`src/rtl/dnsq_pkg.sv`:
```
// Package for the DNS query name encoder: job descriptor, step codes,
// result kinds and the constant bytes of the query trailer and header.
// No dependencies.
`default_nettype none

package dnsq_pkg;

    // Field widths
    localparam int ADDR_W  = 9;
    localparam int COUNT_W = 6;
    localparam int STEP_W  = 5;

    // Defaults for the top-level parameters
    localparam int LABEL_LIMIT_DEF = 63;
    localparam int NAME_LIMIT_DEF  = 255;

    localparam logic [ADDR_W-1:0] HEADER_BYTES = 9'd12;
    localparam logic [7:0]        DOT_CHAR     = 8'd46;

    // Result kinds
    localparam logic [1:0] KIND_WRITE  = 2'd0;
    localparam logic [1:0] KIND_DONE   = 2'd1;
    localparam logic [1:0] KIND_REJECT = 2'd2;

    // Output sequencer steps: character write, slot write, five trailer
    // bytes, twelve header bytes, status
    localparam logic [STEP_W-1:0] STEP_CHAR   = 5'd0;
    localparam logic [STEP_W-1:0] STEP_SLOT   = 5'd1;
    localparam logic [STEP_W-1:0] STEP_TAIL0  = 5'd2;
    localparam logic [STEP_W-1:0] STEP_HDR0   = 5'd7;
    localparam logic [STEP_W-1:0] STEP_STATUS = 5'd19;

    // Work handed from the label unit to the output sequencer
    typedef struct packed {
        logic              has_a;   // first byte write present
        logic              has_b;   // second byte write present
        logic [ADDR_W-1:0] a_addr;
        logic [7:0]        a_byte;
        logic [ADDR_W-1:0] b_addr;
        logic [7:0]        b_byte;
        logic              fin;     // last character: trailer, header, status
        logic              rej;     // name rejected
        logic [ADDR_W-1:0] tail;    // address of the zero terminator
        logic [15:0]       id;
    } dnsq_job_t;

    // Terminator, type A, class IN
    function automatic logic [7:0] tail_byte(input logic [2:0] idx);
        logic [7:0] b;
        case (idx)
            3'd2:    b = 8'h01;
            3'd4:    b = 8'h01;
            default: b = 8'h00;
        endcase
        return b;
    endfunction

    // Header: id, flags with RD set, one question, other counts zero
    function automatic logic [7:0] hdr_byte(input logic [3:0] idx, input logic [15:0] id);
        logic [7:0] b;
        case (idx)
            4'd0:    b = id[15:8];
            4'd1:    b = id[7:0];
            4'd2:    b = 8'h01;
            4'd5:    b = 8'h01;
            default: b = 8'h00;
        endcase
        return b;
    endfunction

endpackage

`default_nettype wire

```
`src/rtl/dnsq_label_unit.sv`:
```
// Label tracking for the DNS query encoder: write position, length slot,
// label count and reject flag; forms at most one job per accepted character.
// Depends on dnsq_pkg.
`default_nettype none

module dnsq_label_unit
    import dnsq_pkg::*;
#(
    parameter int LABEL_LIMIT = LABEL_LIMIT_DEF,
    parameter int NAME_LIMIT  = NAME_LIMIT_DEF
) (
    input  wire logic        clk,
    input  wire logic        rst_n,
    input  wire logic        accept,
    input  wire logic [7:0]  character,
    input  wire logic        final_char,
    input  wire logic [15:0] query_id,
    output dnsq_job_t        job,
    output logic             job_load
);

    localparam logic [COUNT_W-1:0] LABEL_MAX = COUNT_W'(LABEL_LIMIT);
    localparam logic [ADDR_W-1:0]  POS_MAX   = ADDR_W'(NAME_LIMIT + 10);

    logic [ADDR_W-1:0]  wpos_reg, wpos_next;
    logic [ADDR_W-1:0]  slot_reg, slot_next;
    logic [COUNT_W-1:0] count_reg, count_next;
    logic               rej_reg, rej_next;
    logic [ADDR_W-1:0]  wpos_inc;
    logic [COUNT_W-1:0] count_inc;

    assign wpos_inc  = wpos_reg + 1'b1;
    assign count_inc = count_reg + 1'b1;

    // Per-character state update and job formation
    always_comb
    begin
        wpos_next  = wpos_reg;
        slot_next  = slot_reg;
        count_next = count_reg;
        rej_next   = rej_reg;
        job        = '0;
        job.id     = query_id;
        job.fin    = final_char;
        if (!rej_reg)
        begin
            if (character == DOT_CHAR)
            begin
                if (count_reg == '0)
                begin
                    rej_next = 1'b1;
                end
                else
                begin
                    job.has_a  = 1'b1;
                    job.a_addr = slot_reg;
                    job.a_byte = {2'b00, count_reg};
                    if (!final_char)
                    begin
                        wpos_next  = wpos_inc;
                        slot_next  = wpos_inc;
                        count_next = '0;
                    end
                end
            end
            else if (count_reg >= LABEL_MAX || wpos_reg >= POS_MAX)
            begin
                rej_next = 1'b1;
            end
            else
            begin
                wpos_next  = wpos_inc;
                count_next = count_inc;
                job.has_a  = 1'b1;
                job.a_addr = wpos_inc;
                job.a_byte = character;
                job.has_b  = final_char;
                job.b_addr = slot_reg;
                job.b_byte = {2'b00, count_inc};
            end
        end
        job.rej  = rej_next;
        job.tail = wpos_next + 1'b1;
        // Name done: back to the empty state
        if (final_char)
        begin
            wpos_next  = HEADER_BYTES;
            slot_next  = HEADER_BYTES;
            count_next = '0;
            rej_next   = 1'b0;
        end
    end

    assign job_load = accept && (job.has_a || final_char);

    always_ff @(posedge clk or negedge rst_n)
    begin
        if (!rst_n)
        begin
            wpos_reg  <= HEADER_BYTES;
            slot_reg  <= HEADER_BYTES;
            count_reg <= '0;
            rej_reg   <= 1'b0;
        end
        else if (accept)
        begin
            wpos_reg  <= wpos_next;
            slot_reg  <= slot_next;
            count_reg <= count_next;
            rej_reg   <= rej_next;
        end
    end

endmodule

`default_nettype wire

```
`src/rtl/dnsq_emit_seq.sv`:
```
// Output sequencer for the DNS query encoder: holds one job and steps
// through its writes and any status, one per cycle unless stalled.
// Depends on dnsq_pkg.
`default_nettype none

module dnsq_emit_seq
    import dnsq_pkg::*;
(
    input  wire logic              clk,
    input  wire logic              rst_n,
    input  wire logic              job_load,
    input  wire dnsq_job_t         job,
    output logic                   idle_next,
    output logic                   result_valid,
    input  wire logic              result_ready,
    output logic [1:0]             kind,
    output logic [ADDR_W-1:0]      buffer_address,
    output logic [7:0]             byte_value,
    output logic [ADDR_W-1:0]      query_length,
    output logic                   run_end
);

    dnsq_job_t         job_reg;
    logic [STEP_W-1:0] step_reg;
    logic              busy_reg;
    logic [STEP_W-1:0] step_inc;
    logic [STEP_W-1:0] step_after;
    logic              step_last;
    logic [STEP_W-1:0] tail_off;
    logic [STEP_W-1:0] hdr_off;

    assign step_inc = step_reg + 1'b1;
    assign tail_off = step_reg - STEP_TAIL0;
    assign hdr_off  = step_reg - STEP_HDR0;

    // Step that follows the current one
    always_comb
    begin
        step_after = step_inc;
        step_last  = 1'b0;
        case (step_reg)
            STEP_CHAR:
            begin
                if (job_reg.has_b)
                    step_after = STEP_SLOT;
                else if (job_reg.fin)
                    step_after = job_reg.rej ? STEP_STATUS : STEP_TAIL0;
                else
                    step_last = 1'b1;
            end
            STEP_SLOT:
            begin
                if (job_reg.fin)
                    step_after = job_reg.rej ? STEP_STATUS : STEP_TAIL0;
                else
                    step_last = 1'b1;
            end
            STEP_STATUS:
            begin
                step_last = 1'b1;
            end
            default:
            begin
                step_after = step_inc;
            end
        endcase
    end

    // Free now, or the last result of the job leaves this cycle
    assign idle_next = !busy_reg || (step_last && result_ready);

    always_ff @(posedge clk or negedge rst_n)
    begin
        if (!rst_n)
        begin
            busy_reg <= 1'b0;
            step_reg <= STEP_CHAR;
        end
        else if (job_load)
        begin
            busy_reg <= 1'b1;
            step_reg <= job.has_a ? STEP_CHAR : STEP_STATUS;
        end
        else if (busy_reg && result_ready)
        begin
            if (step_last)
                busy_reg <= 1'b0;
            else
                step_reg <= step_after;
        end
    end

    always_ff @(posedge clk)
    begin
        if (job_load)
            job_reg <= job;
    end

    // Result fields for the current step
    always_comb
    begin
        kind           = KIND_WRITE;
        buffer_address = '0;
        byte_value     = '0;
        query_length   = '0;
        run_end        = 1'b0;
        case (step_reg)
            STEP_CHAR:
            begin
                buffer_address = job_reg.a_addr;
                byte_value     = job_reg.a_byte;
            end
            STEP_SLOT:
            begin
                buffer_address = job_reg.b_addr;
                byte_value     = job_reg.b_byte;
            end
            STEP_STATUS:
            begin
                run_end = 1'b1;
                if (job_reg.rej)
                begin
                    kind = KIND_REJECT;
                end
                else
                begin
                    kind         = KIND_DONE;
                    query_length = job_reg.tail + ADDR_W'(5);
                end
            end
            default:
            begin
                if (step_reg < STEP_HDR0)
                begin
                    buffer_address = job_reg.tail + {{(ADDR_W-STEP_W){1'b0}}, tail_off};
                    byte_value     = tail_byte(tail_off[2:0]);
                end
                else
                begin
                    buffer_address = {{(ADDR_W-STEP_W){1'b0}}, hdr_off};
                    byte_value     = hdr_byte(hdr_off[3:0], job_reg.id);
                end
            end
        endcase
    end

    assign result_valid = busy_reg;

endmodule

`default_nettype wire

```
`src/rtl/dns_name_query_encoder_unit.sv`:
```
// Top level of the DNS A-record query name encoder.
// Depends on dnsq_pkg, dnsq_label_unit and dnsq_emit_seq.
`default_nettype none

// Takes a host name one character per transaction and emits address-tagged
// byte writes that build a DNS A query in a buffer (header at 0..11, name
// from 12). Each character before the last gives one write, none once the
// name is rejected. The last character of a name gives up to 20 results
// (label write, length byte, terminator, type, class, twelve header bytes,
// status) on the single result port; the next character is taken in the
// cycle the last result of the previous one leaves. A rejected name ends
// with one status result of kind reject. All results leave one per cycle
// from the sequencer register while result_ready is high.
module dns_name_query_encoder_unit
    import dnsq_pkg::*;
#(
    parameter int LABEL_LIMIT = LABEL_LIMIT_DEF,
    parameter int NAME_LIMIT  = NAME_LIMIT_DEF
) (
    input  wire logic              clk,
    input  wire logic              rst_n,
    input  wire logic              char_valid,
    output logic                   char_ready,
    input  wire logic [7:0]        character,
    input  wire logic              final_char,
    input  wire logic [15:0]       query_id,
    output logic                   result_valid,
    input  wire logic              result_ready,
    output logic [1:0]             kind,
    output logic [ADDR_W-1:0]      buffer_address,
    output logic [7:0]             byte_value,
    output logic [ADDR_W-1:0]      query_length,
    output logic                   run_end
);

    dnsq_job_t job;
    logic      job_load;
    logic      idle_next;
    logic      accept;

    assign char_ready = idle_next;
    assign accept     = char_valid && char_ready;

    dnsq_label_unit #(
        .LABEL_LIMIT (LABEL_LIMIT),
        .NAME_LIMIT  (NAME_LIMIT)
    ) u_label (
        .clk        (clk),
        .rst_n      (rst_n),
        .accept     (accept),
        .character  (character),
        .final_char (final_char),
        .query_id   (query_id),
        .job        (job),
        .job_load   (job_load)
    );

    dnsq_emit_seq u_emit (
        .clk            (clk),
        .rst_n          (rst_n),
        .job_load       (job_load),
        .job            (job),
        .idle_next      (idle_next),
        .result_valid   (result_valid),
        .result_ready   (result_ready),
        .kind           (kind),
        .buffer_address (buffer_address),
        .byte_value     (byte_value),
        .query_length   (query_length),
        .run_end        (run_end)
    );

endmodule

`default_nettype wire

```
`config.mk`:
```
export PLATFORM = sky130hd
export DESIGN_NAME = dns_name_query_encoder_unit
export DESIGN_NICKNAME = d
export VERILOG_FILES = /design/src/rtl/dnsq_pkg.sv /design/src/rtl/dnsq_label_unit.sv /design/src/rtl/dnsq_emit_seq.sv /design/src/rtl/dns_name_query_encoder_unit.sv
export SDC_FILE = /design/constraint.sdc
export NUM_CORES = 1
export LEC_CHECK = 0
export BUFFER_PORTS_ARGS = -buffer_cell sky130_fd_sc_hd__buf_2
export CELL_PAD_IN_SITES_DETAIL_PLACEMENT = 0
export CELL_PAD_IN_SITES_GLOBAL_PLACEMENT = 1
export CORE_ASPECT_RATIO = 0.7
export CORE_MARGIN = 2
export CORE_UTILIZATION = 45
export CTS_CLUSTER_SIZE = 30
export DETAILED_ROUTE_END_ITERATION = 16
export HOLD_SLACK_MARGIN = 0.1
export PLACE_DENSITY_LB_ADDON = 0.1
export SLEW_MARGIN = 20
export SYNTH_ARGS = -nofsm -noshare
export SYNTH_HDL_FRONTEND = slang
export SYNTH_SLANG_ARGS = --single-unit
export TNS_END_PERCENT = 1
```
`constraint.sdc`:
```
create_clock -name clk -period 6.1 [get_ports clk]
set_input_delay 1.22 -clock clk [delete_from_list [all_inputs] [get_ports clk]]
set_output_delay 1.22 -clock clk [all_outputs]
set_load 0.05 [all_outputs]
```
==> results of run 1 <==
## routing by layer
layer	track usage, %	routed length [um]
met1	35.8	7520
met2	33.8	6140
met3	4.74	839
met4	5.38	123
met5	0	0
## cell usage in the layout, fill, tap and decap left out, types with 3 or more instances in the layout
master / n
a211oi_1: 3
a21o_1: 5
a21oi_1: 29
a221o_1: 4
a22o_1: 4
a22oi_1: 28
and2_1: 18
and3_1: 7
buf_2: 59
buf_4: 5
clkbuf_16: 9
dfrtp_1: 27
dfstp_2: 4
edfxtp_1: 60
ha_1: 21
inv_1: 18
nand2_1: 43
nand2b_1: 8
nand3_1: 9
nor2_1: 64
nor2b_1: 3
nor3_1: 3
o2111ai_1: 4
o21ai_0: 35
o21ai_1: 3
o22ai_1: 3
o31ai_1: 13
or2_2: 3
xnor2_1: 23
xor2_1: 18
## worst register-to-register path, stage by stage (launching register included)
cell and delay, ns:
dfrtp_1 0.47, inv_1 0.23, ha_1 0.29, nor2b_1 0.21, o211ai_1 0.14, a21boi_0 0.40
o21ai_1 0.10, buf_4 0.21, a21o_1 0.37, inv_2 0.45, buf_4 0.40
## cells by family after synthesis
kind of cell	count (synthesis)	share of synthesized area (%)
compound gates	155	20.0
simple gates	173	15.5
xor+xnor	41	6.59
buf+inv	50	4.11
fa+ha+maj	22	5.19
mux	5	1.19
flops	91	47.4
## power by group
| part | total (mW) | internal, mW | switching (mW) |
|---|---|---|---|
| registers | 1.02 | 0.850 | 0.170 |
| logic | 1.81 | 0.547 | 1.26 |
| clock network | 0.590 | 0.359 | 0.231 |
## final cells by class
cell class	count	area share [%]
Clock inverter	5	1.30
Timing Repair Buffer	64	5.42
Sequential cell	91	42.0
Multi-Input combinational cell	396	43.0
Tap cell	157	3.20
Inverter	20	1.22
Antenna cell	1	0.0407
Clock buffer	11	3.79
## how the worst min path moves through the flow
stage,startpoint,to,slack (ns),cells after the start
after detailed placement,u_label.slot_reg[3],u_label.slot_reg[3],0.46,2
final,u_label.slot_reg[3],u_label.slot_reg[3],0.47,2
after global placement,u_label.slot_reg[3],u_label.slot_reg[3],0.46,2
after floorplan,u_label.slot_reg[3],u_label.slot_reg[3],0.45,2
after global routing,u_label.slot_reg[3],u_label.slot_reg[3],0.51,2
after CTS,u_label.slot_reg[3],u_label.slot_reg[3],0.47,2
## per-stage QoR
stage / hold slack [ns] / instance area (sq um) / setup WS (ns) / util, %
after detailed placement: 0.463 / 5830 / 1.99 / 49.5
after CTS: 0.472 / 6140 / 1.75 / 52.2
after floorplan: 0.448 / 5450 / 1.58 / -
final: 0.473 / 6150 / 1.73 / 52.2
after global placement: 0.460 / 5830 / 2.15 / 49.5
after global routing: 0.514 / 6140 / 1.46 / 52.2
==> results.yml, run 1 <==
placed_design:
  dp_hpwl_mm: 10.9
  portBuffers: 59
  post-place-cells: 728
  place_congestion: 0.870
floorplanning:
  io_pins: 60
  start_util_pct: 46.3
  rows: 33
  core_area_sq_um: 11800
  die_h_um: 96.1
  die_x_um: 136
  dieArea_sq_um: 13000
sta:
  finalHoldViolCount: 0
  relSlewSlack_pct: 32.5
  tightest_slew_ns: 1.01
  tns_ns: 0
  finalSetupViolations: 0
  clock_skew_ns: 0.00706
  finalCriticalPeriod_ns: 4.37
  period_share_pct: 71.6
  rsz0062_at_grt: "no"
  drv_slew: 0
  max_freq_ghz: 0.229
pwr:
  peakVddDrop_mv: 0.478
  p_per_area_nw_per_um2: 556
  power_leakage_nw: 2.48
  fin_total_pwr_mw: 3.42
clocking:
  clk_pin_slew_ns: 0.06
  htreeDepth: 3
  cts_tree: "yes"
  cts_hold_buf: 0
  cts_buffers: 9
  cts_resized: 0
  cts_sinks: 91
  clock_latency_ns: 0.34
  root_buffer: "clkbuf_16"
  postCtsSetupRepairBufs: 0
  clockBufferDepth: 2
critical_path:
  slowest_delay_ns: 0.49
  r2r-start: "u_emit.step_reg[1]"
  cp_cell_sequence: "inv_1 -> ha_1 -> inv_1 -> ha_1 -> a21o_1 -> a21oi_1 -> nor2b_1 -> o21ai_0 -> nor2_1 -> xnor2_1 -> o21ai_0 -> buf_2"
  critical_path_depth: 12
  path_buf_inv: 3
  cp.required_ns: 4.88
  reg2reg_to: "u_emit.job_reg[31]"
  crit_path_max_fanout: 7
  arrival_ns: 3.15
  startpoint_type: "register"
  r2r_cells: 10
  rrSetupSlack_ns: 2.50
  cp-startpoint: "u_emit.step_reg[1]"
  crit_family: "compound AO/OA/AOI/OAI gates"
  cp_slowest_cell: "dfrtp_1"
  critPathCaptureType: "output pin"
  cp-endpoint: "buffer_address[8]"
  critPathKind: "register to output pin"
global_route:
  grt_pass1_wl_mm: 22.8
  antenna_found_initial: 0
  grt_pass1_vias: 4031
  overflow: 0
  grt_usage_pct: 23.4
  grt_start_max_net_pins: 32
drt:
  viasPerCell: 5.75
  drc_errors: 0
  ant_nets: 0
  post_drt_wl_per_cell_um: 19.6
  drt_pre_antenna_iters: 5
  wl_mm: 14.6
  vias: 4284
  drtIter0Drc: 387
synthesis:
  yosysTopAreaCellShare_pct: 33.1
  ys_seq_area_share_pct: 47.4
  avgSynthCellArea_sq_um: 10.1
  synth_edf_count: 60
  yosys_register_bits: 91
  synth_area_leaders: "edfxtp_1, dfrtp_1, ha_1, nor2_1, a22oi_1"
  async_flop_share_pct: 34.1
  synth_nets: 588
  yosysUniqueCellTypes: 68
  synth.top_cells.by_count: "nor2_1, edfxtp_1, nand2_1"
  ys.warnings.count: 0
  synth_top_cell_by_area: "edfxtp_1"
  synth-main-ff-cell: "edfxtp_1"
  yosysMostFrequentCell: "nor2_1"
  syn_area_sq_um: 5450
  synthCells: 537
finish:
  multi_input_area_sq_um: 2640
  final_cells: 745
  seq_area_sq_um: 2580
  fillers: 1067
  layout-drive-gt1-share_pct: 17.4
  largest_register_ff_count: 60
  syn2layout_area_growth_pct: 12.8
  final_nets: 633
hold_path:
  hold_class: "register to register"
status:
  status: "finished clean"
job:
  maxCapViolations: 0
Note: power is estimated with default switching activity, not from simulation.
==> run 2: changes to the inputs <==
CORE_UTILIZATION = 42   (was 45)
clock period = 3.63 ns   (was 6.1 ns; I/O delays follow)
==> results.yml, run 2 (synthesis results as in run 1) <==
placed_design:
  place_congestion: 0.900
  portBuffers: 59
  pre_cts_ws_ns: 0.221
  dp_hpwl_mm: 10.8
  post_dp_cell_area_sq_um: 5930
sta:
  max_freq_ghz: 0.286
  holdWs_ns: 0.469
  finalHoldViolCount: 0
  finalSetupViolations: 0
  relSlewSlack_pct: 46.9
  drv_slew: 0
  tightest_slew_ns: 0.796
  period_share_pct: 96.4
  finalCriticalPeriod_ns: 3.50
  clock_skew_ns: 0.00775
  setup_ws_ns: 0.131
critical_path:
  crit_path_max_fanout: 6
  r2r_cells: 12
  slowest_delay_ns: 0.45
  critical_path_depth: 11
  cp-endpoint: "buffer_address[8]"
  arrival_ns: 2.77
  path_buf_inv: 3
  cp.required_ns: 2.90
  timing.critical_path.mode_cell: "o21ai_1"
  critPathKind: "register to output pin"
  crit_family: "compound AO/OA/AOI/OAI gates"
  r2r-start: "u_label.wpos_reg[0]"
  rrSetupSlack_ns: 0.23
  cp_slowest_cell: "fa_1"
  reg2reg_to: "u_emit.job_reg[20]"
  cp-startpoint: "u_emit.step_reg[1]"
  cp_cell_sequence: "clkinvlp_4 -> buf_4 -> fa_1 -> a21o_1 -> a21oi_2 -> nor2b_1 -> o21ai_1 -> nor2_1 -> xnor2_1 -> o21ai_1 -> buf_6"
  startpoint_type: "register"
  critPathCaptureType: "output pin"
global_route:
  grt_pass1_wl_mm: 22.6
  grt_start_max_net_pins: 34
  grt_pass1_vias: 4069
  antenna_found_initial: 0
  overflow: 0
  grt_usage_pct: 20.9
clocking:
  root_buffer: "clkbuf_16"
  clockBufferDepth: 2
  cts_tree: "yes"
  htreeDepth: 3
  cts_sinks: 91
  cts_buffers: 9
  cts_hold_buf: 0
  clock_latency_ns: 0.34
  clk_pin_slew_ns: 0.07
finish:
  final_nets: 649
  n_antenna_cell: 0
  final_cell_mix: "nor2_1, edfxtp_1, buf_2"
  utilization_pct: 50.1
  design_area_sq_um: 6280
  layout-drive-gt1-share_pct: 21.1
  syn2layout_area_growth_pct: 15.3
  final_common_cell: "nor2_1"
  largest_register_ff_count: 60
floorplanning:
  io_pins: 60
  core_area_sq_um: 12500
  rows: 34
  start_util_pct: 43.4
  dieArea_sq_um: 13900
  die_h_um: 99.3
  die_x_um: 140
drt:
  ant_nets: 0
  viasPerCell: 5.59
  drt_pre_antenna_iters: 11
  wl_mm: 14.2
  vias: 4276
  post_drt_wl_per_cell_um: 18.6
  drc_errors: 5
  drtIter0Drc: 330
hold_path:
  hold_class: "input port to asynchronous set/reset pin"
pwr:
  seqPwrFrac_pct: 28.7
  p_switching_mw: 2.85
  intPower_mw: 2.97
  combinationalPowerShare_pct: 56.0
  fin_total_pwr_mw: 5.82
  p_clk_share_pct: 15.2
  peakVddDrop_mv: 0.418
  p_per_area_nw_per_um2: 926
  power_leakage_nw: 2.53
  p_sw_share_pct: 48.9
status:
  violations: "design-rule violations"
  status: "finished, violations left"
job:
  maxCapViolations: 0
-- run 2: layout make-up --
type                    instances  area, sq um
repair buffers                 80          464
flip-flops and latches         91         2580
clock inverters                 6         48.8
multi-input cells             396         2680
fillers                      1174         6260
clock buffers                  10          229
inverters                      20         78.8
well taps                     162          203
-- run 2: worst min-delay path by stage --
| stage | end | start | cells after the start |
|---|---|---|---|
| floorplan | u_emit.result_valid | rst_n | 0 |
| global placement | u_label.slot_reg[3] | u_label.slot_reg[3] | 2 |
| detailed placement | u_label.slot_reg[3] | u_label.slot_reg[3] | 2 |
| CTS | u_label.slot_reg[3] | u_label.slot_reg[3] | 2 |
| global route | u_label.slot_reg[3] | u_label.slot_reg[3] | 2 |
| finish | u_label.wpos_reg[5] | rst_n | 1 |
-- run 2: power by group through the flow --
stage               clock network, mW  logic [mW]  registers (mW)
global placement                    0        3.08            1.68
finish                          0.886        3.26            1.67
CTS                             0.907        3.13            1.67
global route                    0.942        3.53            1.71
floorplan                           0        2.35            1.59
detailed placement                  0        3.11            1.69
-- run 2: what timing repair did --
item,CTS,global route
resized for setup,3,10
buffers inserted,0,4
endpoints found under the setup margin,2,4
gates cloned,0,0
pin swaps,0,3
-- run 2: through the flow --
stage / instances / TNS, ns
after detailed placement: 745 / 0
after floorplan: 537 / -0.458
final: 765 / 0
after global routing: 765 / -0.0235
after global placement: 745 / 0
after CTS: 761 / 0
-- run 2: metal layers --
layer	wire, um	up-vias	share of wire, %	GRT usage (%)
met4	110	0	0.77	3.96
met5	0	-	0	0
li1	-	2084	-	-
met3	784	10	5.5	3.95
met2	5890	110	41	29.5
met1	7440	2072	52	33.3
==> run 3: changes to the inputs <==
CORE_UTILIZATION = 45   (was 42)
CTS_BUF_LIST = sky130_fd_sc_hd__clkbuf_8   (was not set)
clock period = 4.03 ns   (was 3.63 ns; I/O delays follow)
==> results.yml, run 3 (synthesis results as in run 1) <==
drt:
  viasPerCell: 5.62
  vias: 4217
  post_drt_wl_per_cell_um: 18.8
  drtIter0Drc: 359
  drc_errors: 0
  ant_nets: 0
  drt_pre_antenna_iters: 5
  wl_mm: 14.1
finish:
  n_antenna_cell: 0
  multi_input_area_sq_um: 2640
  seq_area_sq_um: 2580
  final_cell_mix: "nor2_1, edfxtp_1, buf_2"
  layout-drive-gt1-share_pct: 19.0
  syn2layout_area_growth_pct: 11.7
  final_nets: 640
  final_common_cell: "nor2_1"
  fillers: 1111
  largest_register_ff_count: 60
sta:
  finalHoldViolCount: 0
  holdWs_ns: 0.471
  relSlewSlack_pct: 43.2
  tns_ns: 0
  max_freq_ghz: 0.264
  finalCriticalPeriod_ns: 3.79
  rsz0062_at_grt: "no"
  finalSetupViolations: 0
  tightest_slew_ns: 0.851
  period_share_pct: 94.1
  drv_slew: 0
  clock_skew_ns: 0.0155
critical_path:
  r2r_cells: 11
  crit_path_max_fanout: 7
  arrival_ns: 2.99
  startpoint_type: "register"
  critPathCaptureType: "output pin"
  cp.required_ns: 3.22
  critPathKind: "register to output pin"
floorplanning:
  rows: 33
  core_area_sq_um: 11800
  io_pins: 60
  start_util_pct: 46.3
  die_h_um: 96.1
  dieArea_sq_um: 13000
  die_x_um: 136
global_route:
  grt_pass1_vias: 3882
  antenna_found_initial: 0
  grt_start_max_net_pins: 32
  grt_pass1_wl_mm: 22.1
  overflow: 0
  grt_usage_pct: 22.6
clocking:
  clock_latency_ns: 0.37
  clockBufferDepth: 2
  root_buffer: "clkbuf_8"
  cts_hold_buf: 0
  htreeDepth: 3
  cts_sinks: 91
  clk_pin_slew_ns: 0.09
  cts_buffers: 9
  postCtsSetupRepairBufs: 0
  cts_tree: "yes"
placed_design:
  place_congestion: 0.888
  portBuffers: 59
  dp_hpwl_mm: 10.8
status:
  status: "finished clean"
hold_path:
  hold_depth: 2
  hold_class: "register to register"
pwr:
  peakVddDrop_mv: 0.804
  p_per_area_nw_per_um2: 808
  power_leakage_nw: 2.45
job:
  maxCapViolations: 0
run 3: what timing repair did:
action,in CTS,in global routing
endpoints found under the hold margin,0,0
endpoints found under the setup margin,0,2
gates resized for setup,0,2
run 3: per-layer routing:
| metal | wire length (um) | share of wire, % | vias to the layer above | global-route usage, % |
|---|---|---|---|---|
| met3 | 632 | 4.5 | 14 | 3.26 |
| met5 | 0 | 0 | - | 0 |
| met4 | 176 | 1.2 | 0 | 6.34 |
| met1 | 7530 | 53 | 2031 | 36.1 |
| li1 | - | - | 2059 | - |
| met2 | 5760 | 41 | 113 | 31.5 |
run 3: metrics by stage:
step           std cells  area, sq um  power (mW)  setup slack (ns)  utilization (%)
4_1_cts              751         6080        4.92             0.120             51.7
6_report             751         6090        4.92             0.236             51.7
5_1_grt              751         6090        5.24            0.0173             51.7
3_3_place_gp         735         5880        4.28             0.616             50.0
2_1_floorplan        537         5450        3.55            0.0344                -
3_5_place_dp         735         5880        4.29             0.474             50.0
run 3: final timing paths:
check	startpoint	to	slack (ns)
min in group asynchronous	rst_n	u_label.wpos_reg[7]	0.50
worst min-delay path	u_label.slot_reg[3]	u_label.slot_reg[3]	0.47
worst max register to register	u_label.wpos_reg[0]	u_emit.job_reg[20]	0.81
worst min register to register	u_label.slot_reg[3]	u_label.slot_reg[3]	0.47
worst max-delay path	u_emit.step_reg[1]	buffer_address[8]	0.24
max in group asynchronous	rst_n	u_emit.step_reg[1]	2.97
run 3: report_power, final:
group	internal, mW	leakage (nW)	switching [mW]
logic	0.859	1.40	1.94
registers	1.29	0.959	0.198
clock network	0.290	0.0910	0.342
run 3: cell type report:
| cell class | instances | area share (%) |
|---|---|---|
| Multi-Input combinational cell | 396 | 43.4 |
| Sequential cell | 91 | 42.5 |
| Timing Repair Buffer | 71 | 6.33 |
| Tap cell | 157 | 3.23 |
| Clock buffer | 9 | 2.04 |
| Clock inverter | 7 | 1.25 |
| Inverter | 20 | 1.23 |
run 3: worst max-delay path, stage by stage, from the launching register on:
cell	delay, ns
dfrtp_2	0.44
inv_1	0.15
ha_1	0.35
inv_1	0.05
ha_1	0.32
a21o_1	0.17
a21oi_1	0.21
nor2b_1	0.07
o21ai_0	0.25
nor2_1	0.10
xnor2_1	0.13
o21ai_1	0.12
buf_2	0.27
